$ cat config.mk
export PLATFORM = sky130hd
export DESIGN_NAME = sha512_controller
export DESIGN_NICKNAME = d
export VERILOG_FILES = /design/src/rtl/sha512_pkg.sv /design/src/rtl/sha512_controller.sv
export SDC_FILE = /design/constraint.sdc
export NUM_CORES = 1
export LEC_CHECK = 0
export CAP_MARGIN = 20
export CORE_ASPECT_RATIO = 1.1
export CORE_MARGIN = 4
export CORE_UTILIZATION = 40
export DETAILED_ROUTE_END_ITERATION = 16
export DONT_BUFFER_PORTS = 1
export GPL_TIMING_DRIVEN = 0
export PLACE_DENSITY = 0.6
export SYNTH_ARGS = -nofsm -noshare
export SYNTH_HDL_FRONTEND = slang
export SYNTH_SLANG_ARGS = --single-unit
$ cat constraint.sdc
create_clock -name clock -period 4.23 [get_ports clock]
set_clock_uncertainty 0.2 [all_clocks]
set_input_delay 0.2115 -clock clock [delete_from_list [all_inputs] [get_ports clock]]
set_output_delay 0.2115 -clock clock [all_outputs]
set_load 0.01 [all_outputs]
$ cat src/rtl/sha512_pkg.sv
// ----------------------------------------------------------------------------
// SHA-512 block compressor package
// Shared payload types, constants and round functions.
// ----------------------------------------------------------------------------
package sha512_pkg;

   typedef struct packed {
      logic [63:0] msg_word;
      logic        end_of_message;
   } req_type;

   typedef struct packed {
      logic [63:0] digest_word;
      logic [2:0]  word_index;
      logic        last_digest_word;
   } rsp_type;

   // controller to datapath
   typedef struct packed {
      logic       store_word;   // write message word into window
      logic       load_vars;    // copy chain value into working variables
      logic       do_round;     // run one round
      logic [6:0] round;        // round number
      logic       add_chain;    // add working variables into chain value
      logic       shift_out;    // rotate chain value by one word for output
      logic       reload_iv;    // reload initial hash value
   } dp_cmd_type;

   localparam logic [63:0] ROUND_K [80] = '{
      64'h428a2f98d728ae22, 64'h7137449123ef65cd, 64'hb5c0fbcfec4d3b2f, 64'he9b5dba58189dbbc,
      64'h3956c25bf348b538, 64'h59f111f1b605d019, 64'h923f82a4af194f9b, 64'hab1c5ed5da6d8118,
      64'hd807aa98a3030242, 64'h12835b0145706fbe, 64'h243185be4ee4b28c, 64'h550c7dc3d5ffb4e2,
      64'h72be5d74f27b896f, 64'h80deb1fe3b1696b1, 64'h9bdc06a725c71235, 64'hc19bf174cf692694,
      64'he49b69c19ef14ad2, 64'hefbe4786384f25e3, 64'h0fc19dc68b8cd5b5, 64'h240ca1cc77ac9c65,
      64'h2de92c6f592b0275, 64'h4a7484aa6ea6e483, 64'h5cb0a9dcbd41fbd4, 64'h76f988da831153b5,
      64'h983e5152ee66dfab, 64'ha831c66d2db43210, 64'hb00327c898fb213f, 64'hbf597fc7beef0ee4,
      64'hc6e00bf33da88fc2, 64'hd5a79147930aa725, 64'h06ca6351e003826f, 64'h142929670a0e6e70,
      64'h27b70a8546d22ffc, 64'h2e1b21385c26c926, 64'h4d2c6dfc5ac42aed, 64'h53380d139d95b3df,
      64'h650a73548baf63de, 64'h766a0abb3c77b2a8, 64'h81c2c92e47edaee6, 64'h92722c851482353b,
      64'ha2bfe8a14cf10364, 64'ha81a664bbc423001, 64'hc24b8b70d0f89791, 64'hc76c51a30654be30,
      64'hd192e819d6ef5218, 64'hd69906245565a910, 64'hf40e35855771202a, 64'h106aa07032bbd1b8,
      64'h19a4c116b8d2d0c8, 64'h1e376c085141ab53, 64'h2748774cdf8eeb99, 64'h34b0bcb5e19b48a8,
      64'h391c0cb3c5c95a63, 64'h4ed8aa4ae3418acb, 64'h5b9cca4f7763e373, 64'h682e6ff3d6b2b8a3,
      64'h748f82ee5defb2fc, 64'h78a5636f43172f60, 64'h84c87814a1f0ab72, 64'h8cc702081a6439ec,
      64'h90befffa23631e28, 64'ha4506cebde82bde9, 64'hbef9a3f7b2c67915, 64'hc67178f2e372532b,
      64'hca273eceea26619c, 64'hd186b8c721c0c207, 64'heada7dd6cde0eb1e, 64'hf57d4f7fee6ed178,
      64'h06f067aa72176fba, 64'h0a637dc5a2c898a6, 64'h113f9804bef90dae, 64'h1b710b35131c471b,
      64'h28db77f523047d84, 64'h32caab7b40c72493, 64'h3c9ebe0a15c9bebc, 64'h431d67c49c100d4c,
      64'h4cc5d4becb3e42b6, 64'h597f299cfc657e2a, 64'h5fcb6fab3ad6faec, 64'h6c44198c4a475817
   };

   localparam logic [63:0] INITIAL_HASH [8] = '{
      64'h6a09e667f3bcc908, 64'hbb67ae8584caa73b, 64'h3c6ef372fe94f82b, 64'ha54ff53a5f1d36f1,
      64'h510e527fade682d1, 64'h9b05688c2b3e6c1f, 64'h1f83d9abfb41bd6b, 64'h5be0cd19137e2179
   };

   localparam logic [6:0] LAST_ROUND = 7'd79;

   function automatic logic [63:0] rotr(input logic [63:0] x, input int n);
      rotr = (x >> n) | (x << (64 - n));
   endfunction

   function automatic logic [63:0] small_sig0(input logic [63:0] x);
      small_sig0 = rotr(x, 1) ^ rotr(x, 8) ^ (x >> 7);
   endfunction

   function automatic logic [63:0] small_sig1(input logic [63:0] x);
      small_sig1 = rotr(x, 19) ^ rotr(x, 61) ^ (x >> 6);
   endfunction

   function automatic logic [63:0] big_sig0(input logic [63:0] x);
      big_sig0 = rotr(x, 28) ^ rotr(x, 34) ^ rotr(x, 39);
   endfunction

   function automatic logic [63:0] big_sig1(input logic [63:0] x);
      big_sig1 = rotr(x, 14) ^ rotr(x, 18) ^ rotr(x, 41);
   endfunction

endpackage

$ cat src/rtl/sha512_controller.sv
// ----------------------------------------------------------------------------
// SHA-512 controller
// Counts words, sequences the 80 rounds and the eight-beat digest output.
// ----------------------------------------------------------------------------
module sha512_controller import sha512_pkg::*; (
   input  logic       clock,
   input  logic       reset,
   input  logic       start,
   input  logic       end_of_message,
   output logic       busy,
   output dp_cmd_type cmd,
   output logic       out_valid,
   output logic [2:0] out_index
);

   typedef enum logic [1:0] {IDLE, ROUNDS, ADD, OUTPUT} state_type;

   state_type  state_ff;
   logic [3:0] count_ff;
   logic [6:0] round_ff;
   logic [2:0] oidx_ff;
   logic       last_ff;
   logic       accept;

   assign accept = start && !busy;
   assign busy   = (state_ff != IDLE);

   always_comb begin
      cmd            = '0;
      cmd.store_word = accept;
      cmd.load_vars  = accept && (count_ff == 4'd15);
      cmd.do_round   = (state_ff == ROUNDS);
      cmd.round      = round_ff;
      cmd.add_chain  = (state_ff == ADD);
      cmd.shift_out  = (state_ff == OUTPUT);
      cmd.reload_iv  = (state_ff == OUTPUT) && (oidx_ff == 3'd7);
   end

   assign out_valid = (state_ff == OUTPUT);
   assign out_index = oidx_ff;

   // hold state, advance counters
   always_ff @(posedge clock) begin
      if (reset) begin
         state_ff <= IDLE;
         count_ff <= '0;
         round_ff <= '0;
         oidx_ff  <= '0;
         last_ff  <= 1'b0;
      end else begin
         unique case (state_ff)
            IDLE: begin
               if (accept) begin
                  count_ff <= count_ff + 4'd1;
                  if (count_ff == 4'd15) begin
                     last_ff  <= end_of_message;
                     round_ff <= '0;
                     state_ff <= ROUNDS;
                  end
               end
            end
            ROUNDS: begin
               round_ff <= round_ff + 7'd1;
               if (round_ff == LAST_ROUND) state_ff <= ADD;
            end
            ADD: begin
               oidx_ff  <= '0;
               round_ff <= '0;
               state_ff <= last_ff ? OUTPUT : IDLE;
            end
            OUTPUT: begin
               oidx_ff <= oidx_ff + 3'd1;
               if (oidx_ff == 3'd7) state_ff <= IDLE;
            end
            default: state_ff <= IDLE;
         endcase
      end
   end

`ifndef SYNTHESIS
   a_no_accept_busy: assert property (@(posedge clock) disable iff (reset)
      (state_ff == ROUNDS) |-> !cmd.store_word) else $error("word stored during rounds");
   a_round_wrap: assert property (@(posedge clock) disable iff (reset)
      (state_ff == ROUNDS && round_ff == LAST_ROUND) |=> (state_ff == ADD))
      else $error("rounds did not end");
   a_out_last: assert property (@(posedge clock) disable iff (reset)
      (out_valid && oidx_ff == 3'd7) |=> !out_valid) else $error("digest too long");
`endif

endmodule

---- Yosys cells after proc, flatten, opt, wreduce, memory -nomap -nowiden ----
Index checks and enable logic that the tools add are counted.
word-level totals
  output and inout port bits .............. 18
  logic and storage cells ................. 40
  register bits after elaboration ......... 17
operators by class
  reductions and logical operators ........ 12
  equality and inequality tests ........... 10
  $add $sub $neg .......................... 3
  muxes and demuxes ....................... 10
operator list
  cell                 count
  $pmux 7 s3           1
  $mux 7               2
  $mux 2               5
  $pmux 2 s4           1
  $add 7x1->7 const B  1
  $eq 7x7->1 const B   1
  $pmux 3 s2           1
  $reduce_and 3->1     2
  $add 4x1->4 const B  1
  $eq 2x2->1 const B   2
  $eq 4x4->1 const B   1
  $ne 2x1->1 const B   2
  $ne 2x2->1 const B   2
  $reduce_and 4->1     1
  $reduce_bool 2->1    2
  $add 3x1->3 const B  1
  $eq 3x3->1 const B   1
  $logic_and 1x1->1    3
  $reduce_bool 3->1    1
  $eq 2x1->1 const B   1
  $logic_not 2->1      1
  $reduce_and 2->1     1
  $logic_not 1->1      1

---- Depth between registers and ports, before layout ----
Gate-level depths: netlist of the first run.
  word-level depth ........................ 5
  depth in mapped cells ................... 7
  mapped depth without buffers ............ 6

---- Worst setup path before layout of the first run ----
Ideal clock, no wire load.
  kind .................................... flip-flop to flip-flop
  from .................................... reg state_ff[0]
  to ...................................... reg round_ff[5]
  library setup time ...................... 68 ps
  stages on the path, launching flop included .. 7
  arrival ................................. 1675 ps
  clock period less this slack ............ 1943 ps
  path slack .............................. 2287 ps
  path through ............................ dfxtp_1 > inv_1 > ha_1 > inv_1 > o21a_4 > or4_4 > a21oi_2
on the way
  word-level cells in the longest chain between the ends .. 5
ends and longest elaborated chain
  item                        line                     source
  start: declaration          sha512_controller.sv:18  state_type state_ff;
  start signal: assignment    sha512_controller.sv:69  state_ff <= last_ff ? OUTPUT : IDLE;
  $reduce_bool 2->1           sha512_controller.sv:26  assign busy = (state_ff != IDLE);
  via busy                    sha512_controller.sv:10  output logic busy,
  $logic_not 1->1             sha512_controller.sv:25  assign accept = start && !busy;
  $logic_and 1x1->1           sha512_controller.sv:25
  $ne 2x2->1 (no line)        -
  $reduce_and 3->1 (no line)  -
  end signal: assignment      sha512_controller.sv:63  round_ff <= round_ff + 7'd1;
  end: declaration            sha512_controller.sv:20  logic [6:0] round_ff;
The timed path passes the listed nets, and every way through them passes these cells.
A chain may end at the register's enable or synchronous reset.

---- Worst setup path after layout of the first run ----
Same ends and word-level chain as after synthesis.

==> flow_summary.yaml, run 1 <==
sta:
  fmax_mhz: 456
  period_minus_slack_ns: 2.19
  slew_viol_final: 0
  final.setup.tns_ns: 0
  finalHoldViolCount: 0
  worst_pin_slew_ns: 0.647
  finalSetupViolations: 0
  fin_crit_sh_pct: 51.9
  relSlewSlack_pct: 56.3
  rsz0062_at_grt: "false"
floorplanning:
  rows: 18
  core-area_um2: 2230
  die-area_um2: 3160
  initial_core_util_pct: 41.8
  die_h_um: 58.6
  die_x_um: 54.0
  pin_count: 22
global_routing:
  grt_pass1_wl_um: 3080
  grt_pass1_vias: 691
  antenna_found_initial: 0
  gr-total-overflow: 0
  grt_use_total_pct: 13.4
  grt_max_degree: 11
detailed_routing:
  vias: 727
  drtPass1Iterations: 3
  ant_nets: 0
  drt_wl_total_um: 1790
  dr.first_iter.drc_count: 14
  drcViolationCount: 0
  avgViaCountPerCell: 5.27
  wl_per_cell_um: 13.0
power:
  pwr_density_cell_nw_per_um2: 343
  peakVddDrop_uv: 204
  leakagePower_nw: 0.381
synthesis:
  synthTopCellsByArea: "dfxtp_1, ha_1, nor2_1, a21oi_1, mux2i_1"
  syn_nets: 115
  ys_seq_area_share_pct: 36.6
  synth.avg_cell_area_um2: 9.13
  synthesis.area_um2: 931
  ys_ff_latch: 17
  synth_cells: 102
  ys_warn_count: 0
  synth.distinct_cells: 31
  netlist.area_leader.share_pct: 36.6
  yosys.area.top_type: "dfxtp_1"
hold_path:
  hold_path_end: "last_ff"
  holdPathStages: 3
  holdCritPathClass: "input pin to register"
  worstHoldStart: "start"
cts:
  path_clk_slew_ns: 0.10
  cts.path.max_buffers: 2
  cts.root.buffer_cell: "clkbuf_4"
  cts_setup_buffers: 0
  clk_latency_ns: 0.29
  numCtsBuffers: 3
  cts_tree: "done"
  cts_max_level: 1
  numClockSinks: 17
placed_design:
  port_buffers: 0
  globalplace.congestion: 0.706
  placedCellCount: 132
  dpl.hpwl_um: 1390
layout:
  mostFrequentLayoutCells: "dfxtp_1, nor2_1, ha_1"
  finalNonFillerCells: 138
  nets: 122
  num_antenna_cells: 0
  layout_commonest_cell: "dfxtp_1"
  syn2layout_area_growth_pct: 9.01
  drive_gt1_share_pct: 10.2
setup_path:
  crit_type: "register to register"
  startpoint_type: "register"
  end_kind: "register"
  critPathArrivalTime_ns: 2.22
  cp.required_ns: 4.26
  critPathLaunch: "state_ff[0]"
  reg2reg_to: "round_ff[5]"
  r2r_cells: 6
  r2r_slack_ns: 2.04
  crit_path_max_fanout: 8
  r2r_start: "state_ff[0]"
job:
  maxCapViolCount: 0
outcome:
  outcome: "completed"
[where the power goes]
part / switching (W) / internal, W / total, W
Combinational: 0.0000501 / 0.0000326 / 0.0000827
Sequential: 0.00000911 / 0.000169 / 0.000178
Clock: 0.0000509 / 0.0000367 / 0.0000876
[through the flow]
step                      hold slack [ns]  area, um^2  total power, W  setup slack, ns  utilization (%)
after floorplan                     0.148         931        0.000247             2.29                -
after global placement              0.167         968        0.000261             2.10             43.4
after detailed placement            0.186         968        0.000263             2.05             43.4
after CTS                          0.0536        1010        0.000356             2.01             45.5
after global routing               0.0638        1010        0.000375             1.86             45.5
final                              0.0658        1010        0.000348             2.04             45.5
[how the worst max path moves through the flow]
stage                  endpoint  slack, ns
floorplan           round_ff[5]       2.29
global placement    round_ff[5]       2.10
detailed placement  round_ff[5]       2.05
CTS                 round_ff[5]       2.01
global route        state_ff[0]       1.86
finish              round_ff[5]       2.04
[worst max-delay path, stage by stage (launching register included)]
cell and delay, ns:
dfxtp_1 0.36, inv_1 0.14, ha_1 0.31, inv_1 0.19, o21a_4 0.28, or4_4 0.52
a21oi_2 0.15
[cell families after synthesis]
kind of cell             after synthesis  share of synthesized area (%)
flip-flops                            17                           36.6
adder cells (fa/ha/maj)                9                           12.1
AND/OR/NAND/NOR                       35                           21.5
AO/OA/AOI/OAI                         21                           15.7
multiplexers                           3                           3.23
buffers and inverters                 11                           5.24
XOR/XNOR                               6                           5.65
[metal layers]
metal	track usage, %	wire [um]	vias up
met5	0	0	-
met3	6.84	162	5
met1	15.8	791	331
met4	6.41	36	0
met2	19.7	799	20
li1	-	-	371
[sequential cells by signal (all words and copies together) (netlist names)]
name,count
count_ff,4
last_ff,1
out_index,3
round_ff,7
state_ff,2
[area by class of cell]
cell class                 instances  area (um^2)
multi-input combinational         74          542
sequential                        17          340
buffer                             4         22.5
fill                             219         1210
timing repair buffer               2         20.0
tap                               30         37.5
inverter                           7         26.3
clock buffer                       4         26.3
[Yosys cell counts]
library cell and instances:
inv_1 7, and2_1 2, nor3b_1 2, nand3_1 2, nand4_4 1, o21a_4 1, nor2b_1 1, or4_4 1
nand4b_1 2, xor2_1 3, dfxtp_1 17, o41ai_1 2, or3_2 1, o21bai_1 1, a21oi_2 1, o21ai_0 2
xnor2_1 3, buf_4 2, a21oi_1 8, a31o_2 1, clkbuf_1 2, nand2_1 5, mux2i_1 3, nand2b_1 1
o22ai_1 2, o31ai_1 1, nand4_1 4, nor2_1 13, a311oi_1 1, ha_1 9, a311o_1 1
[timing repair]
action                                 in CTS  in global routing
endpoints found under the hold margin       2                  0
hold buffers                                2                  0
gates resized for setup                     0                  0
No activity file was read; power rests on OpenSTA's default activity.
==> run 2, diff against run 1 <==
--- a/config.mk
+++ b/config.mk
@@ -12,7 +12,7 @@
 export DETAILED_ROUTE_END_ITERATION = 16
 export DONT_BUFFER_PORTS = 1
 export GPL_TIMING_DRIVEN = 0
-export PLACE_DENSITY = 0.6
+export PLACE_DENSITY = 0.62
 export SYNTH_ARGS = -nofsm -noshare
 export SYNTH_HDL_FRONTEND = slang
 export SYNTH_SLANG_ARGS = --single-unit
==> constraint.sdc (replaced) <==
create_clock -name clock -period 1.8 [get_ports clock]
set_clock_uncertainty 0.2 [all_clocks]
set_input_delay 0.09 -clock clock [delete_from_list [all_inputs] [get_ports clock]]
set_output_delay 0.09 -clock clock [all_outputs]
set_load 0.01 [all_outputs]
==> run 2 against run 1 <==
Against the previous run: die area unchanged; critical endpoint unchanged; largest power group unchanged; count of clock-buffer cells in the layout unchanged; non-clock buffer count increased by 6; combinational power increased to 3.3 times the previous value; critical path type unchanged; setup slack got worse by 2.0 ns; design area increased by 19%; highest routed layer unchanged; core utilization increased by 8.6 points; hold slack improved by 0.024 ns.
==> flow_summary.yaml, run 2 (synthesis gave the netlist of run 1 again) <==
layout:
  layout_commonest_cell: "nor2_1"
  multi_input_area_um2: 658
  seqCellArea_um2: 359
  num_antenna_cells: 0
  syn2layout_area_growth_pct: 29.7
  drive_gt1_share_pct: 34.2
  nets: 128
  top_register: "round_ff"
  largest_reg_flops: 7
  fillers: 204
  mostFrequentLayoutCells: "nor2_1, dfxtp_1, a21oi_1, buf_4, nand2_1"
detailed_routing:
  dr.first_iter.drc_count: 8
  drtPass1Iterations: 4
  ant_nets: 0
  drt_wl_total_um: 2160
  wl_per_cell_um: 15.0
  vias: 784
  avgViaCountPerCell: 5.44
  drcViolationCount: 0
setup_path:
  slowest_stage: "or4_4"
  critPathArrivalTime_ns: 1.83
  cp.required_ns: 1.84
  end_kind: "register"
  crit_type: "register to register"
  slowest_delay_ns: 0.41
  crit_path_max_fanout: 4
  startpoint_type: "register"
  path_cells: "inv_2 -> ha_4 -> clkinvlp_4 -> o21a_4 -> or4_4 -> a21oi_2"
global_routing:
  grt_pass1_vias: 787
  grt_use_total_pct: 15.0
  gr-total-overflow: 0
  antenna_found_initial: 0
  grt_pass1_wl_um: 3500
  grt_max_degree: 11
floorplanning:
  initial_core_util_pct: 41.8
  pin_count: 22
  core-area_um2: 2230
  rows: 18
  die-area_um2: 3160
  die_x_um: 54.0
  die_h_um: 58.6
sta:
  finalSetupViolations: 0
  relSlewSlack_pct: 67.0
  setup_ws_ns: 0.0138
  period_minus_slack_ns: 1.79
  fin_crit_sh_pct: 99.2
  holdWs_ns: 0.0894
  worst_pin_slew_ns: 0.495
  fmax_mhz: 560
  slew_viol_final: 0
  finalHoldViolCount: 0
  rsz0062_at_grt: "true"
placed_design:
  preCtsSetupSlack_ns: -0.139
  port_buffers: 0
  dpl.hpwl_um: 1370
  globalplace.congestion: 0.696
job:
  maxCapViolCount: 0
cts:
  path_clk_slew_ns: 0.10
  cts.root.buffer_cell: "clkbuf_4"
  numClockSinks: 17
  cts_tree: "done"
  cts.path.max_buffers: 2
  clk_latency_ns: 0.29
  cts_max_level: 1
  numCtsBuffers: 3
power:
  power.total_w: 0.000915
  leakagePower_nw: 0.413
  pwr_density_cell_nw_per_um2: 758
  peakVddDrop_uv: 461
outcome:
  outcome: "completed"
hold_path:
  holdCritPathClass: "input pin to register"
run 2: changes by cell type in the layout (fill, tap and decap cells not counted), sizes merged:
cell	delta
buf	+5
clkinvlp	+1
dlygate4sd3	+1
inv	-1
run 2: path summary, 6_finish.rpt:
path                                   from           to  slack [ns]  cells after the start
worst min register to register  state_ff[1]  state_ff[1]        0.27                      1
worst min-delay path                  start  count_ff[0]        0.09                      4
worst max-delay path            state_ff[1]  round_ff[5]        0.01                      6
worst max register to register  state_ff[1]  round_ff[5]        0.01                      6
run 2: routing by layer:
| metal | share of wire [%] | global-route usage (%) |
|---|---|---|
| met2 | 52 | 24.9 |
| met5 | 0 | 0 |
| met1 | 39 | 16.8 |
| met3 | 7.0 | 4.30 |
| met4 | 2.4 | 8.54 |
run 2: final cells by class:
| cell class | count | area share (%) |
|---|---|---|
| multi-input combinational | 74 | 54.5 |
| sequential | 17 | 29.7 |
| timing repair buffer | 8 | 5.91 |
| tap | 30 | 3.11 |
| inverter | 7 | 2.69 |
| clock buffer | 4 | 2.18 |
| buffer | 4 | 1.87 |
run 2: timing repair:
action,in CTS,in global routing
buffers inserted,4,1
endpoints found under the setup margin,9,9
pin swaps,4,6
cloned,0,0
hold buffers,3,0
endpoints found under the hold margin,14,0
gates resized for setup,13,18
run 2: worst max-delay path: cells and delay by family, from the launching register on:
kind / cells / cell delay (ns)
and+or+nand+nor: 1 / 0.41
AOI/OAI and AO/OA: 2 / 0.37
DFF: 1 / 0.35
buffers and inverters: 2 / 0.23
adders and majority gates: 1 / 0.16
run 2: power by group:
part | internal [W] | switching, W | total, W
registers | 0.000401 | 0.0000325 | 0.000434
clock network | 0.0000863 | 0.000123 | 0.000209
logic | 0.000131 | 0.000142 | 0.000272
total | 0.000618 | 0.000297 | 0.000915
run 2: through the flow:
step                cell area, um^2  instances  setup TNS (ns)  utilization (%)
floorplan                       951        102         -0.0254                -
detailed placement              988        132           -1.08             44.3
CTS                            1130        143               0             50.5
global placement                988        132          -0.874             44.3
finish                         1210        144               0             54.2
global route                   1210        144          -0.108             54.2
